## config.mk

```make
export PLATFORM = sky130hd
export DESIGN_NAME = cooperative_task_scheduler_core
export DESIGN_NICKNAME = d
export VERILOG_FILES = /design/src/rtl/cts_pkg.sv /design/src/rtl/cts_ctrl.sv /design/src/rtl/cts_dp.sv /design/src/rtl/cooperative_task_scheduler_core.sv
export SDC_FILE = /design/constraint.sdc
export NUM_CORES = 2
export LEC_CHECK = 0
export BUFFER_PORTS_ARGS = -buffer_cell sky130_fd_sc_hd__buf_2
export CELL_PAD_IN_SITES_DETAIL_PLACEMENT = 0
export CELL_PAD_IN_SITES_GLOBAL_PLACEMENT = 1
export CORE_MARGIN = 1
export CORE_UTILIZATION = 40
export CTS_CLUSTER_SIZE = 25
export DETAILED_ROUTE_END_ITERATION = 8
export GPL_TIMING_DRIVEN = 0
export PLACE_DENSITY = 0.64
export REMOVE_ABC_BUFFERS = 1
export SKIP_CTS_REPAIR_TIMING = 1
export SLEW_MARGIN = 20
export SYNTH_ARGS = -nofsm -noshare
export SYNTH_HDL_FRONTEND = slang
export SYNTH_HIERARCHICAL = 1
export SYNTH_SLANG_ARGS = --single-unit
export TNS_END_PERCENT = 100
```

## constraint.sdc

```tcl
create_clock -name i_clk -period 15 [get_ports i_clk]
set_input_delay 3 -clock i_clk [delete_from_list [all_inputs] [get_ports i_clk]]
set_output_delay 3 -clock i_clk [all_outputs]
set_load 0.05 [all_outputs]
```

## src/rtl/cts_pkg.sv

```systemverilog
// Shared types, codes and widths for the cooperative task scheduler.
package cts_pkg;

    // Fixed field widths
    localparam int DATA_W    = 32;
    localparam int RUN_W     = 8;
    localparam int TASK_ID_W = 4;
    localparam int CMD_W     = 3;
    localparam int STATUS_W  = 2;

    // Tick-length division: reciprocal multiply in two partial-product steps
    localparam int MUL_STEPS = 2;
    localparam int DIV_CNT_W = $clog2(MUL_STEPS);

    // Defaults for the top-level parameters
    localparam int MAX_TASKS_DEF = 8;
    localparam int TICK_MS_DEF   = 10;

    // Saturation point of the pending-run count
    localparam logic [RUN_W-1:0] RUNS_MAX = '1;

    typedef logic [TASK_ID_W-1:0] t_task_id;

    typedef enum logic [CMD_W-1:0] {
        CMD_ADD      = 3'd0,
        CMD_TICK     = 3'd1,
        CMD_DISPATCH = 3'd2,
        CMD_DELETE   = 3'd3,
        CMD_CLEAR    = 3'd4
    } t_cmd;

    typedef enum logic [STATUS_W-1:0] {
        ST_OK     = 2'd0,
        ST_FULL   = 2'd1,
        ST_BAD_ID = 2'd2
    } t_status;

    typedef enum logic [2:0] {
        S_IDLE,
        S_ADD_DIV,
        S_ADD_END,
        S_TICK,
        S_DISP,
        S_DEL,
        S_CLR
    } t_state;

    // Controller to datapath commands
    typedef struct packed {
        logic load;
        logic div_step;
        logic add_end;
        logic tick_step;
        logic disp_step;
        logic del_end;
        logic clr;
    } t_dp_ctl;

    // Datapath to controller status
    typedef struct packed {
        logic div_done;
        logic scan_end;
    } t_dp_sts;

endpackage

```

## src/rtl/cts_ctrl.sv

```systemverilog
// Command sequencer for the cooperative task scheduler.
module cts_ctrl (
    input  logic                      i_clk,
    input  logic                      i_rst_n,
    input  logic                      i_start,
    input  logic [cts_pkg::CMD_W-1:0] i_cmd,
    input  cts_pkg::t_dp_sts          i_sts,
    output cts_pkg::t_dp_ctl          o_ctl,
    output logic                      o_busy
);
    import cts_pkg::*;

    t_state r_state;
    t_state n_state;
    logic   w_accept;

    assign w_accept = i_start && (r_state == S_IDLE);
    assign o_busy   = (r_state != S_IDLE);

    // Hold state
    always_ff @(posedge i_clk) begin
        if (!i_rst_n) begin
            r_state <= S_IDLE;
        end else begin
            r_state <= n_state;
        end
    end

    // Next state
    always_comb begin
        n_state = r_state;
        case (r_state)
            S_IDLE: begin
                if (w_accept) begin
                    case (i_cmd)
                        CMD_ADD:      n_state = S_ADD_DIV;
                        CMD_TICK:     n_state = S_TICK;
                        CMD_DISPATCH: n_state = S_DISP;
                        CMD_DELETE:   n_state = S_DEL;
                        CMD_CLEAR:    n_state = S_CLR;
                        default:      n_state = S_IDLE;
                    endcase
                end
            end
            S_ADD_DIV: begin
                if (i_sts.div_done) begin
                    n_state = S_ADD_END;
                end
            end
            S_ADD_END: n_state = S_IDLE;
            S_TICK, S_DISP: begin
                if (i_sts.scan_end) begin
                    n_state = S_IDLE;
                end
            end
            S_DEL:   n_state = S_IDLE;
            S_CLR:   n_state = S_IDLE;
            default: n_state = S_IDLE;
        endcase
    end

    // Datapath commands
    always_comb begin
        o_ctl = '0;
        case (r_state)
            S_IDLE:    o_ctl.load      = w_accept;
            S_ADD_DIV: o_ctl.div_step  = 1'b1;
            S_ADD_END: o_ctl.add_end   = 1'b1;
            S_TICK:    o_ctl.tick_step = 1'b1;
            S_DISP:    o_ctl.disp_step = 1'b1;
            S_DEL:     o_ctl.del_end   = 1'b1;
            S_CLR:     o_ctl.clr       = 1'b1;
            default:   o_ctl           = '0;
        endcase
    end

    a_one_cmd: assert property (@(posedge i_clk) disable iff (!i_rst_n)
        $onehot0(o_ctl))
        else $error("more than one datapath command at once");

    a_div_to_end: assert property (@(posedge i_clk) disable iff (!i_rst_n)
        (r_state == S_ADD_DIV && i_sts.div_done) |=> (r_state == S_ADD_END))
        else $error("add did not finish after division");

    a_scan_exit: assert property (@(posedge i_clk) disable iff (!i_rst_n)
        ((r_state == S_TICK || r_state == S_DISP) && i_sts.scan_end) |=> !o_busy)
        else $error("scan did not return to idle");

endmodule

```

## src/rtl/cts_dp.sv

```systemverilog
// Slot table, tick divider and result register of the cooperative task scheduler.
module cts_dp #(
    parameter int MAX_TASKS = cts_pkg::MAX_TASKS_DEF,
    parameter int TICK_MS   = cts_pkg::TICK_MS_DEF
) (
    input  logic                         i_clk,
    input  logic                         i_rst_n,
    input  cts_pkg::t_dp_ctl             i_ctl,
    output cts_pkg::t_dp_sts             o_sts,
    input  logic [cts_pkg::DATA_W-1:0]   i_delay_ms,
    input  logic [cts_pkg::DATA_W-1:0]   i_period_ms,
    input  logic [cts_pkg::TASK_ID_W-1:0] i_target_id,
    output logic                         o_strobe,
    output logic [cts_pkg::TASK_ID_W-1:0] o_task_id,
    output logic                         o_run_valid,
    output logic [cts_pkg::STATUS_W-1:0] o_status,
    output logic                         o_last
);
    import cts_pkg::*;

    localparam int IDX_W = (MAX_TASKS > 1) ? $clog2(MAX_TASKS) : 1;
    localparam int CNT_W = $clog2(MAX_TASKS + 1);

    // Rounded-up reciprocal of the tick length, exact for every 32-bit operand
    localparam int L_SH    = $clog2(TICK_MS);
    localparam int RECIP_W = DATA_W + 1;
    localparam int LO_W    = (RECIP_W + 1) / 2;
    localparam int HI_W    = RECIP_W - LO_W;
    localparam int PART_W  = DATA_W + LO_W;
    localparam int PROD_W  = DATA_W + RECIP_W;

    localparam logic [RECIP_W-1:0] RECIP =
        RECIP_W'(((64'd1 << (DATA_W + L_SH)) + 64'(TICK_MS - 1)) / 64'(TICK_MS));
    localparam logic [LO_W-1:0] RECIP_LO = RECIP[LO_W-1:0];
    localparam logic [LO_W-1:0] RECIP_HI = LO_W'(RECIP[RECIP_W-1:LO_W]);

    localparam logic [IDX_W-1:0]     LAST_IDX = IDX_W'(MAX_TASKS - 1);
    localparam logic [CNT_W-1:0]     SLOT_MAX = CNT_W'(MAX_TASKS);
    localparam logic [DIV_CNT_W-1:0] DIV_LAST = DIV_CNT_W'(MUL_STEPS - 1);
    localparam t_task_id             FULL_ID  = TASK_ID_W'(MAX_TASKS);

    // Slot table
    logic [DATA_W-1:0]    r_delay   [MAX_TASKS];
    logic [DATA_W-1:0]    r_period  [MAX_TASKS];
    logic [RUN_W-1:0]     r_pending [MAX_TASKS];
    logic [MAX_TASKS-1:0] r_in_use;
    logic [CNT_W-1:0]     r_next_slot;

    // Sequencing counters
    logic [IDX_W-1:0]     r_scan;
    logic [DIV_CNT_W-1:0] r_div_cnt;

    // Latched operands and product accumulators
    logic [DATA_W-1:0]    r_op_dly;
    logic [DATA_W-1:0]    r_op_per;
    logic [PROD_W-1:0]    r_acc_dly;
    logic [PROD_W-1:0]    r_acc_per;
    t_task_id             r_target;

    // Result register
    logic                 r_strobe;
    t_task_id             r_task_id;
    logic                 r_run_valid;
    t_status              r_status;
    logic                 r_last;

    logic [LO_W-1:0]      w_recip_part;
    logic [PART_W-1:0]    w_dly_part;
    logic [PART_W-1:0]    w_per_part;
    logic [DATA_W-1:0]    w_dly_ticks;
    logic [DATA_W-1:0]    w_per_ticks;
    logic                 w_full;
    logic [IDX_W-1:0]     w_add_idx;
    logic [IDX_W-1:0]     w_tgt_idx;
    logic                 w_del_ok;
    logic [MAX_TASKS-1:0] w_pend_vec;
    logic [MAX_TASKS-1:0] w_above;
    logic                 w_more;
    logic                 w_cur_live;
    logic                 w_cur_pend;
    logic [DATA_W-1:0]    w_cur_dly;
    logic [DATA_W-1:0]    w_cur_per;
    logic [RUN_W-1:0]     w_cur_runs;
    logic                 w_beat;

    // Divide by the tick length: low then high half of the reciprocal, keep the top bits
    assign w_recip_part = (r_div_cnt == '0) ? RECIP_LO : RECIP_HI;
    assign w_dly_part   = PART_W'(r_op_dly) * PART_W'(w_recip_part);
    assign w_per_part   = PART_W'(r_op_per) * PART_W'(w_recip_part);
    assign w_dly_ticks  = DATA_W'(r_acc_dly >> (DATA_W + L_SH));
    assign w_per_ticks  = DATA_W'(r_acc_per >> (DATA_W + L_SH));

    // Add and delete decode
    assign w_full    = (r_next_slot >= SLOT_MAX);
    assign w_add_idx = r_next_slot[IDX_W-1:0];
    assign w_tgt_idx = r_target[IDX_W-1:0];
    assign w_del_ok  = (r_target < FULL_ID) && r_in_use[w_tgt_idx];

    // Current scan slot
    assign w_cur_live = r_in_use[r_scan];
    assign w_cur_dly  = r_delay[r_scan];
    assign w_cur_per  = r_period[r_scan];
    assign w_cur_runs = r_pending[r_scan];
    assign w_cur_pend = w_pend_vec[r_scan];

    // Look ahead for later slots with runs owed, to flag the final dispatch beat
    always_comb begin
        for (int j = 0; j < MAX_TASKS; j++) begin
            w_pend_vec[j] = r_in_use[j] && (r_pending[j] != '0);
            w_above[j]    = (IDX_W'(j) > r_scan);
        end
    end
    assign w_more = |(w_pend_vec & w_above);

    // Raise a beat for add, delete and each dispatched run
    assign w_beat = i_ctl.add_end || i_ctl.del_end || (i_ctl.disp_step && w_cur_pend);

    assign o_sts.div_done = (r_div_cnt == DIV_LAST);
    assign o_sts.scan_end = (r_scan == LAST_IDX);

    // Control state: occupancy, allocation pointer, counters, strobe
    always_ff @(posedge i_clk) begin
        if (!i_rst_n) begin
            r_in_use    <= '0;
            r_next_slot <= '0;
            r_scan      <= '0;
            r_div_cnt   <= '0;
            r_strobe    <= 1'b0;
        end else begin
            r_strobe <= w_beat;
            if (i_ctl.load) begin
                r_scan    <= '0;
                r_div_cnt <= '0;
            end
            if (i_ctl.div_step) begin
                r_div_cnt <= r_div_cnt + 1'b1;
            end
            if (i_ctl.tick_step || i_ctl.disp_step) begin
                r_scan <= r_scan + 1'b1;
            end
            if (i_ctl.clr) begin
                r_in_use    <= '0;
                r_next_slot <= '0;
            end
            if (i_ctl.add_end) begin
                if (!w_full) begin
                    r_in_use[w_add_idx] <= 1'b1;
                    r_next_slot         <= r_next_slot + 1'b1;
                end
            end
            // Free one-shot tasks once their run goes out
            if (i_ctl.disp_step && w_cur_pend) begin
                if (w_cur_per == '0) begin
                    r_in_use[r_scan] <= 1'b0;
                end
            end
            if (i_ctl.del_end) begin
                if (w_del_ok) begin
                    r_in_use[w_tgt_idx] <= 1'b0;
                end
            end
        end
    end

    // Payload: operands, divider, slot contents, result fields
    always_ff @(posedge i_clk) begin
        if (i_ctl.load) begin
            r_op_dly <= i_delay_ms;
            r_op_per <= i_period_ms;
            r_target <= i_target_id;
        end
        if (i_ctl.div_step) begin
            if (r_div_cnt == '0) begin
                r_acc_dly <= PROD_W'(w_dly_part);
                r_acc_per <= PROD_W'(w_per_part);
            end else begin
                r_acc_dly <= r_acc_dly + {w_dly_part[DATA_W+HI_W-1:0], {LO_W{1'b0}}};
                r_acc_per <= r_acc_per + {w_per_part[DATA_W+HI_W-1:0], {LO_W{1'b0}}};
            end
        end
        if (i_ctl.add_end) begin
            if (!w_full) begin
                r_delay[w_add_idx]   <= w_dly_ticks;
                r_period[w_add_idx]  <= w_per_ticks;
                r_pending[w_add_idx] <= '0;
            end
            r_task_id   <= w_full ? FULL_ID : t_task_id'(r_next_slot);
            r_run_valid <= 1'b0;
            r_status    <= w_full ? ST_FULL : ST_OK;
            r_last      <= 1'b1;
        end
        // Count down, or reload and owe one more run up to the saturation point
        if (i_ctl.tick_step && w_cur_live) begin
            if (w_cur_dly != '0) begin
                r_delay[r_scan] <= w_cur_dly - 1'b1;
            end else begin
                r_delay[r_scan] <= w_cur_per;
                if (w_cur_runs != RUNS_MAX) begin
                    r_pending[r_scan] <= w_cur_runs + 1'b1;
                end
            end
        end
        if (i_ctl.disp_step && w_cur_pend) begin
            r_pending[r_scan] <= w_cur_runs - 1'b1;
            r_task_id         <= t_task_id'(r_scan);
            r_run_valid       <= 1'b1;
            r_status          <= ST_OK;
            r_last            <= !w_more;
        end
        if (i_ctl.del_end) begin
            r_task_id   <= r_target;
            r_run_valid <= 1'b0;
            r_status    <= w_del_ok ? ST_OK : ST_BAD_ID;
            r_last      <= 1'b1;
        end
    end

    assign o_strobe    = r_strobe;
    assign o_task_id   = r_task_id;
    assign o_run_valid = r_run_valid;
    assign o_status    = r_status;
    assign o_last      = r_last;

    a_next_bound: assert property (@(posedge i_clk) disable iff (!i_rst_n)
        r_next_slot <= SLOT_MAX)
        else $error("allocation pointer past the table");

    a_no_live_beyond: assert property (@(posedge i_clk) disable iff (!i_rst_n)
        (r_in_use >> r_next_slot) == '0)
        else $error("slot in use that was never handed out");

    a_run_ok: assert property (@(posedge i_clk) disable iff (!i_rst_n)
        (o_strobe && o_run_valid) |-> (o_status == ST_OK))
        else $error("dispatch beat with error status");

endmodule

```

## src/rtl/cooperative_task_scheduler_core.sv

```systemverilog
// Top level of the time-triggered cooperative task scheduler.
//
//  Channel   | Handshake              | Payload
//  ----------+------------------------+---------------------------------------------
//  command   | start / busy           | i_cmd, i_delay_ms, i_period_ms, i_target_id
//  result    | o_strobe (one cycle)   | o_task_id, o_run_valid, o_status, o_last
//
// A command is taken on a clock edge with start high and busy low.
// Add takes the command, then runs two partial-product steps of the reciprocal multiply
// by the tick length (delay and period side by side), then writes the slot.
// Tick and dispatch scan the table, visiting one slot a cycle.
// Delete and clear act on the table. Each result beat appears in the cycle after its work.
// Reset (synchronous, active low) frees every slot; the receiver cannot stall.
module cooperative_task_scheduler_core #(
    parameter int MAX_TASKS = cts_pkg::MAX_TASKS_DEF,
    parameter int TICK_MS   = cts_pkg::TICK_MS_DEF
) (
    input  logic                          i_clk,
    input  logic                          i_rst_n,
    input  logic                          start,
    output logic                          busy,
    input  logic [cts_pkg::CMD_W-1:0]     i_cmd,
    input  logic [cts_pkg::DATA_W-1:0]    i_delay_ms,
    input  logic [cts_pkg::DATA_W-1:0]    i_period_ms,
    input  logic [cts_pkg::TASK_ID_W-1:0] i_target_id,
    output logic                          o_strobe,
    output logic [cts_pkg::TASK_ID_W-1:0] o_task_id,
    output logic                          o_run_valid,
    output logic [cts_pkg::STATUS_W-1:0]  o_status,
    output logic                          o_last
);
    import cts_pkg::*;

    t_dp_ctl w_ctl;
    t_dp_sts w_sts;

    // Sequence each command
    cts_ctrl u_ctrl (
        .i_clk   (i_clk),
        .i_rst_n (i_rst_n),
        .i_start (start),
        .i_cmd   (i_cmd),
        .i_sts   (w_sts),
        .o_ctl   (w_ctl),
        .o_busy  (busy)
    );

    // Hold the slot table and produce result beats
    cts_dp #(
        .MAX_TASKS (MAX_TASKS),
        .TICK_MS   (TICK_MS)
    ) u_dp (
        .i_clk       (i_clk),
        .i_rst_n     (i_rst_n),
        .i_ctl       (w_ctl),
        .o_sts       (w_sts),
        .i_delay_ms  (i_delay_ms),
        .i_period_ms (i_period_ms),
        .i_target_id (i_target_id),
        .o_strobe    (o_strobe),
        .o_task_id   (o_task_id),
        .o_run_valid (o_run_valid),
        .o_status    (o_status),
        .o_last      (o_last)
    );

endmodule

```

==> flow_metrics.py <==
metrics = {
    "finish": {
        "fillerInstances": 14600,
        "final_cell_mix": "inv_1 (941), edfxtp_1 (720), fa_1 (579)",
        "drive_above_1_share_pct": 9.07,
        "area_delta_synth_final_pct": 10.1,
        "diodes": 0,
        "final_nets": 6886,
        "final_common_cell": "inv_1",
    },
    "floorplan": {
        "io_pins": 84,
        "die_h_um": 396,
        "die_area_um2": 157000,
        "rows": 144,
        "die_width_um": 396,
        "core_area_um2": 154000,
        "start_util_pct": 40.3,
    },
    "timing": {
        "fin_crit_ns": 10.64,
        "period_share_pct": 70.9,
        "fmax_mhz": 94.0,
        "hold_viol_final": 0,
        "max_slew_margin_pct": 27.4,
        "setup_viol": 0,
        "fin_skew_ns": 0.0629,
        "whs_ns": 0.485,
        "tightest_slew_ns": 1.08,
        "grt_setup_unrepaired": "false",
        "setup_tns_ns": 0,
        "drv_slew": 0,
    },
    "placed_design": {
        "dp_hpwl_um": 124000,
        "gp_congestion": 0.839,
        "place.port_buffers": 83,
    },
    "synthesis": {
        "yosys.area.top_type": "edfxtp_1",
        "syn_inst": 5650,
        "synth-seq-cells": 745,
        "synth_area_leaders": "edfxtp_1 (35%), fa_1 (19%), ha_1 (10%), inv_1 (5.8%), mux4_2 (5.1%)",
        "netlist.area_leader.share_pct": 34.9,
        "yosys_most_used_dff": "edfxtp_1",
        "ys_warn_count": 6,
        "syn_area_per_cell_um2": 11.0,
        "yosysUniqueCellTypes": 84,
        "async_flop_share_pct": 0,
        "mappedNetlistArea_um2": 62000,
        "synth_edf_count": 720,
        "ys_seq_area_share_pct": 35.7,
    },
    "routing": {
        "vias": 40500,
        "drt-pass1-iter-count": 6,
        "ant_nets": 0,
        "routed_wl_um": 162000,
        "routedWlPerCell_um": 20.7,
        "first_iter_violations": 2649,
        "drcViolationCount": 0,
        "via_per_inst": 5.17,
    },
    "cts": {
        "htree_levels": 3,
        "clk_pin_slew_worst_paths_ns": 0.06,
        "clock_sinks": 745,
        "cts_inserted_buffers": 90,
        "clk_path_buf_depth": 3,
        "cts_tree": "done",
        "clk_latency_ns": 0.71,
        "cts-root-buf": "clkbuf_16",
    },
    "setup_path": {
        "cp_data_required_time_ns": 15.47,
        "slowest_delay_ns": 0.59,
        "crit_top_cell": "fa_1",
        "crit_slowest_cell": "fa_1",
        "crit_arrival_ns": 11.11,
        "crit_fanout": 58,
        "start_kind": "flop",
        "criticalPathCategory": "flop to flop",
        "critPathCaptureType": "flop",
    },
    "flow_run": {
        "drv_cap": 0,
    },
    "global_route": {
        "grt_pass1_wl_um": 251000,
        "grt_pass1_vias": 41500,
        "grt_overflow": 0,
        "antenna_found_initial": 0,
        "grt_max_degree": 80,
        "grt_util_all_layers_pct": 20.9,
    },
    "run_status": {
        "status": "completed",
    },
    "worst_hold_path": {
        "min_path_type": "flop to flop",
    },
}
-- flip-flops by register name, indices dropped and copies added, names as in the netlist, named ones only --
register and cells:
u_dp/o_task_id 4, u_dp/r_op_dly 32, u_dp/r_acc_dly 47, u_dp/r_in_use 8, u_dp/r_div_cnt 1, u_ctrl/r_state 3, u_dp/r_acc_per 47, u_dp/r_pending 64
u_dp/r_target 4, u_dp/r_next_slot 4, u_dp/r_period 232, u_dp/o_last 1, u_dp/r_op_per 32, u_dp/r_scan 3, u_dp/o_strobe 1, u_dp/o_status 2
u_dp/r_delay 256, u_dp/o_run_valid 1
-- per-stage QoR --
stage	cells	util (%)	instance area (um^2)	worst slack, ns
2_1_floorplan	5503	-	61400	1.83
3_3_place_gp	7630	41.8	64300	-6.75
3_5_place_dp	7673	42.4	65300	4.40
4_1_cts	7841	44.3	68200	4.35
5_1_grt	7841	44.3	68200	3.71
6_report	7841	44.3	68200	4.36
-- layer usage --
layer / share of wire, % / vias to the layer above / global-route usage (%)
met5: 0 / - / 0
met1: 47 / 20200 / 30.3
met3: 4.6 / 185 / 2.37
li1: - / 19300 / -
met4: 2.1 / 0 / 5.26
met2: 46 / 869 / 33.2
-- final timing paths --
| check | slack, ns | start | endpoint | cells after the start |
|---|---|---|---|---|
| worst min-delay path | 0.49 | u_dp/o_run_valid | u_dp/o_run_valid | 2 |
| worst max-delay path | 4.36 | u_dp/r_div_cnt | u_dp/r_acc_dly[64] | 34 |
| worst max register to register | 4.36 | u_dp/r_div_cnt | u_dp/r_acc_dly[64] | 34 |
| worst min register to register | 0.49 | u_dp/o_run_valid | u_dp/o_run_valid | 2 |
-- cell usage after synthesis, types with 33 or more instances --
| library cell | number |
|---|---|
| xor2_1 | 84 |
| mux2i_1 | 39 |
| a21oi_1 | 212 |
| xnor2_1 | 125 |
| edfxtp_1 | 720 |
| and3_1 | 33 |
| buf_1 | 39 |
| fa_1 | 579 |
| nand2b_1 | 38 |
| nand2_1 | 583 |
| a21o_1 | 108 |
| and2_1 | 60 |
| mux2_2 | 35 |
| or2_2 | 34 |
| nor2b_1 | 66 |
| ha_1 | 512 |
| clkbuf_1 | 135 |
| nor2_1 | 288 |
| inv_1 | 950 |
| nand3_1 | 55 |
| o21ai_0 | 359 |
| mux4_2 | 141 |
| nor3_1 | 39 |
-- cell type report --
| cell class | count | area (um^2) | area share [%] |
|---|---|---|---|
| clock buffers | 104 | 2300 | 3.38 |
| inverters | 952 | 3580 | 5.25 |
| clock inverters | 64 | 637 | 0.933 |
| repair buffers | 126 | 1180 | 1.73 |
| well taps | 2044 | 2560 | 3.75 |
| flip-flops and latches | 745 | 22100 | 32.4 |
| multi-input cells | 3806 | 35800 | 52.5 |
-- worst max-delay path: cells and delay by family, from the launching register on --
kind | cells | cell delay (ns)
buffers and inverters | 7 | 0.87
AO/OA/AOI/OAI | 14 | 4.04
AND/OR/NAND/NOR | 3 | 0.71
flip-flops | 1 | 0.37
XOR/XNOR | 2 | 0.72
adder cells (fa/ha/maj) | 8 | 3.52
-- cells by family (layout without fill, tap and decap cells) --
group / Yosys count / after routing / share of synthesized area, %
compound gates: 926 / 926 / 8.99
flops: 745 / 745 / 35.7
mux: 216 / 216 / 6.42
buf+inv: 1157 / 1246 / 7.14
other cells: 2 / 60 / 0.0121
xor+xnor: 211 / 211 / 3.03
simple gates: 1302 / 1302 / 9.69
fa+ha+maj: 1091 / 1091 / 29.0
Power is left out: the tool's default activity adds up to more than one toggle a clock period on the data nets, which glitch-free logic cannot reach.
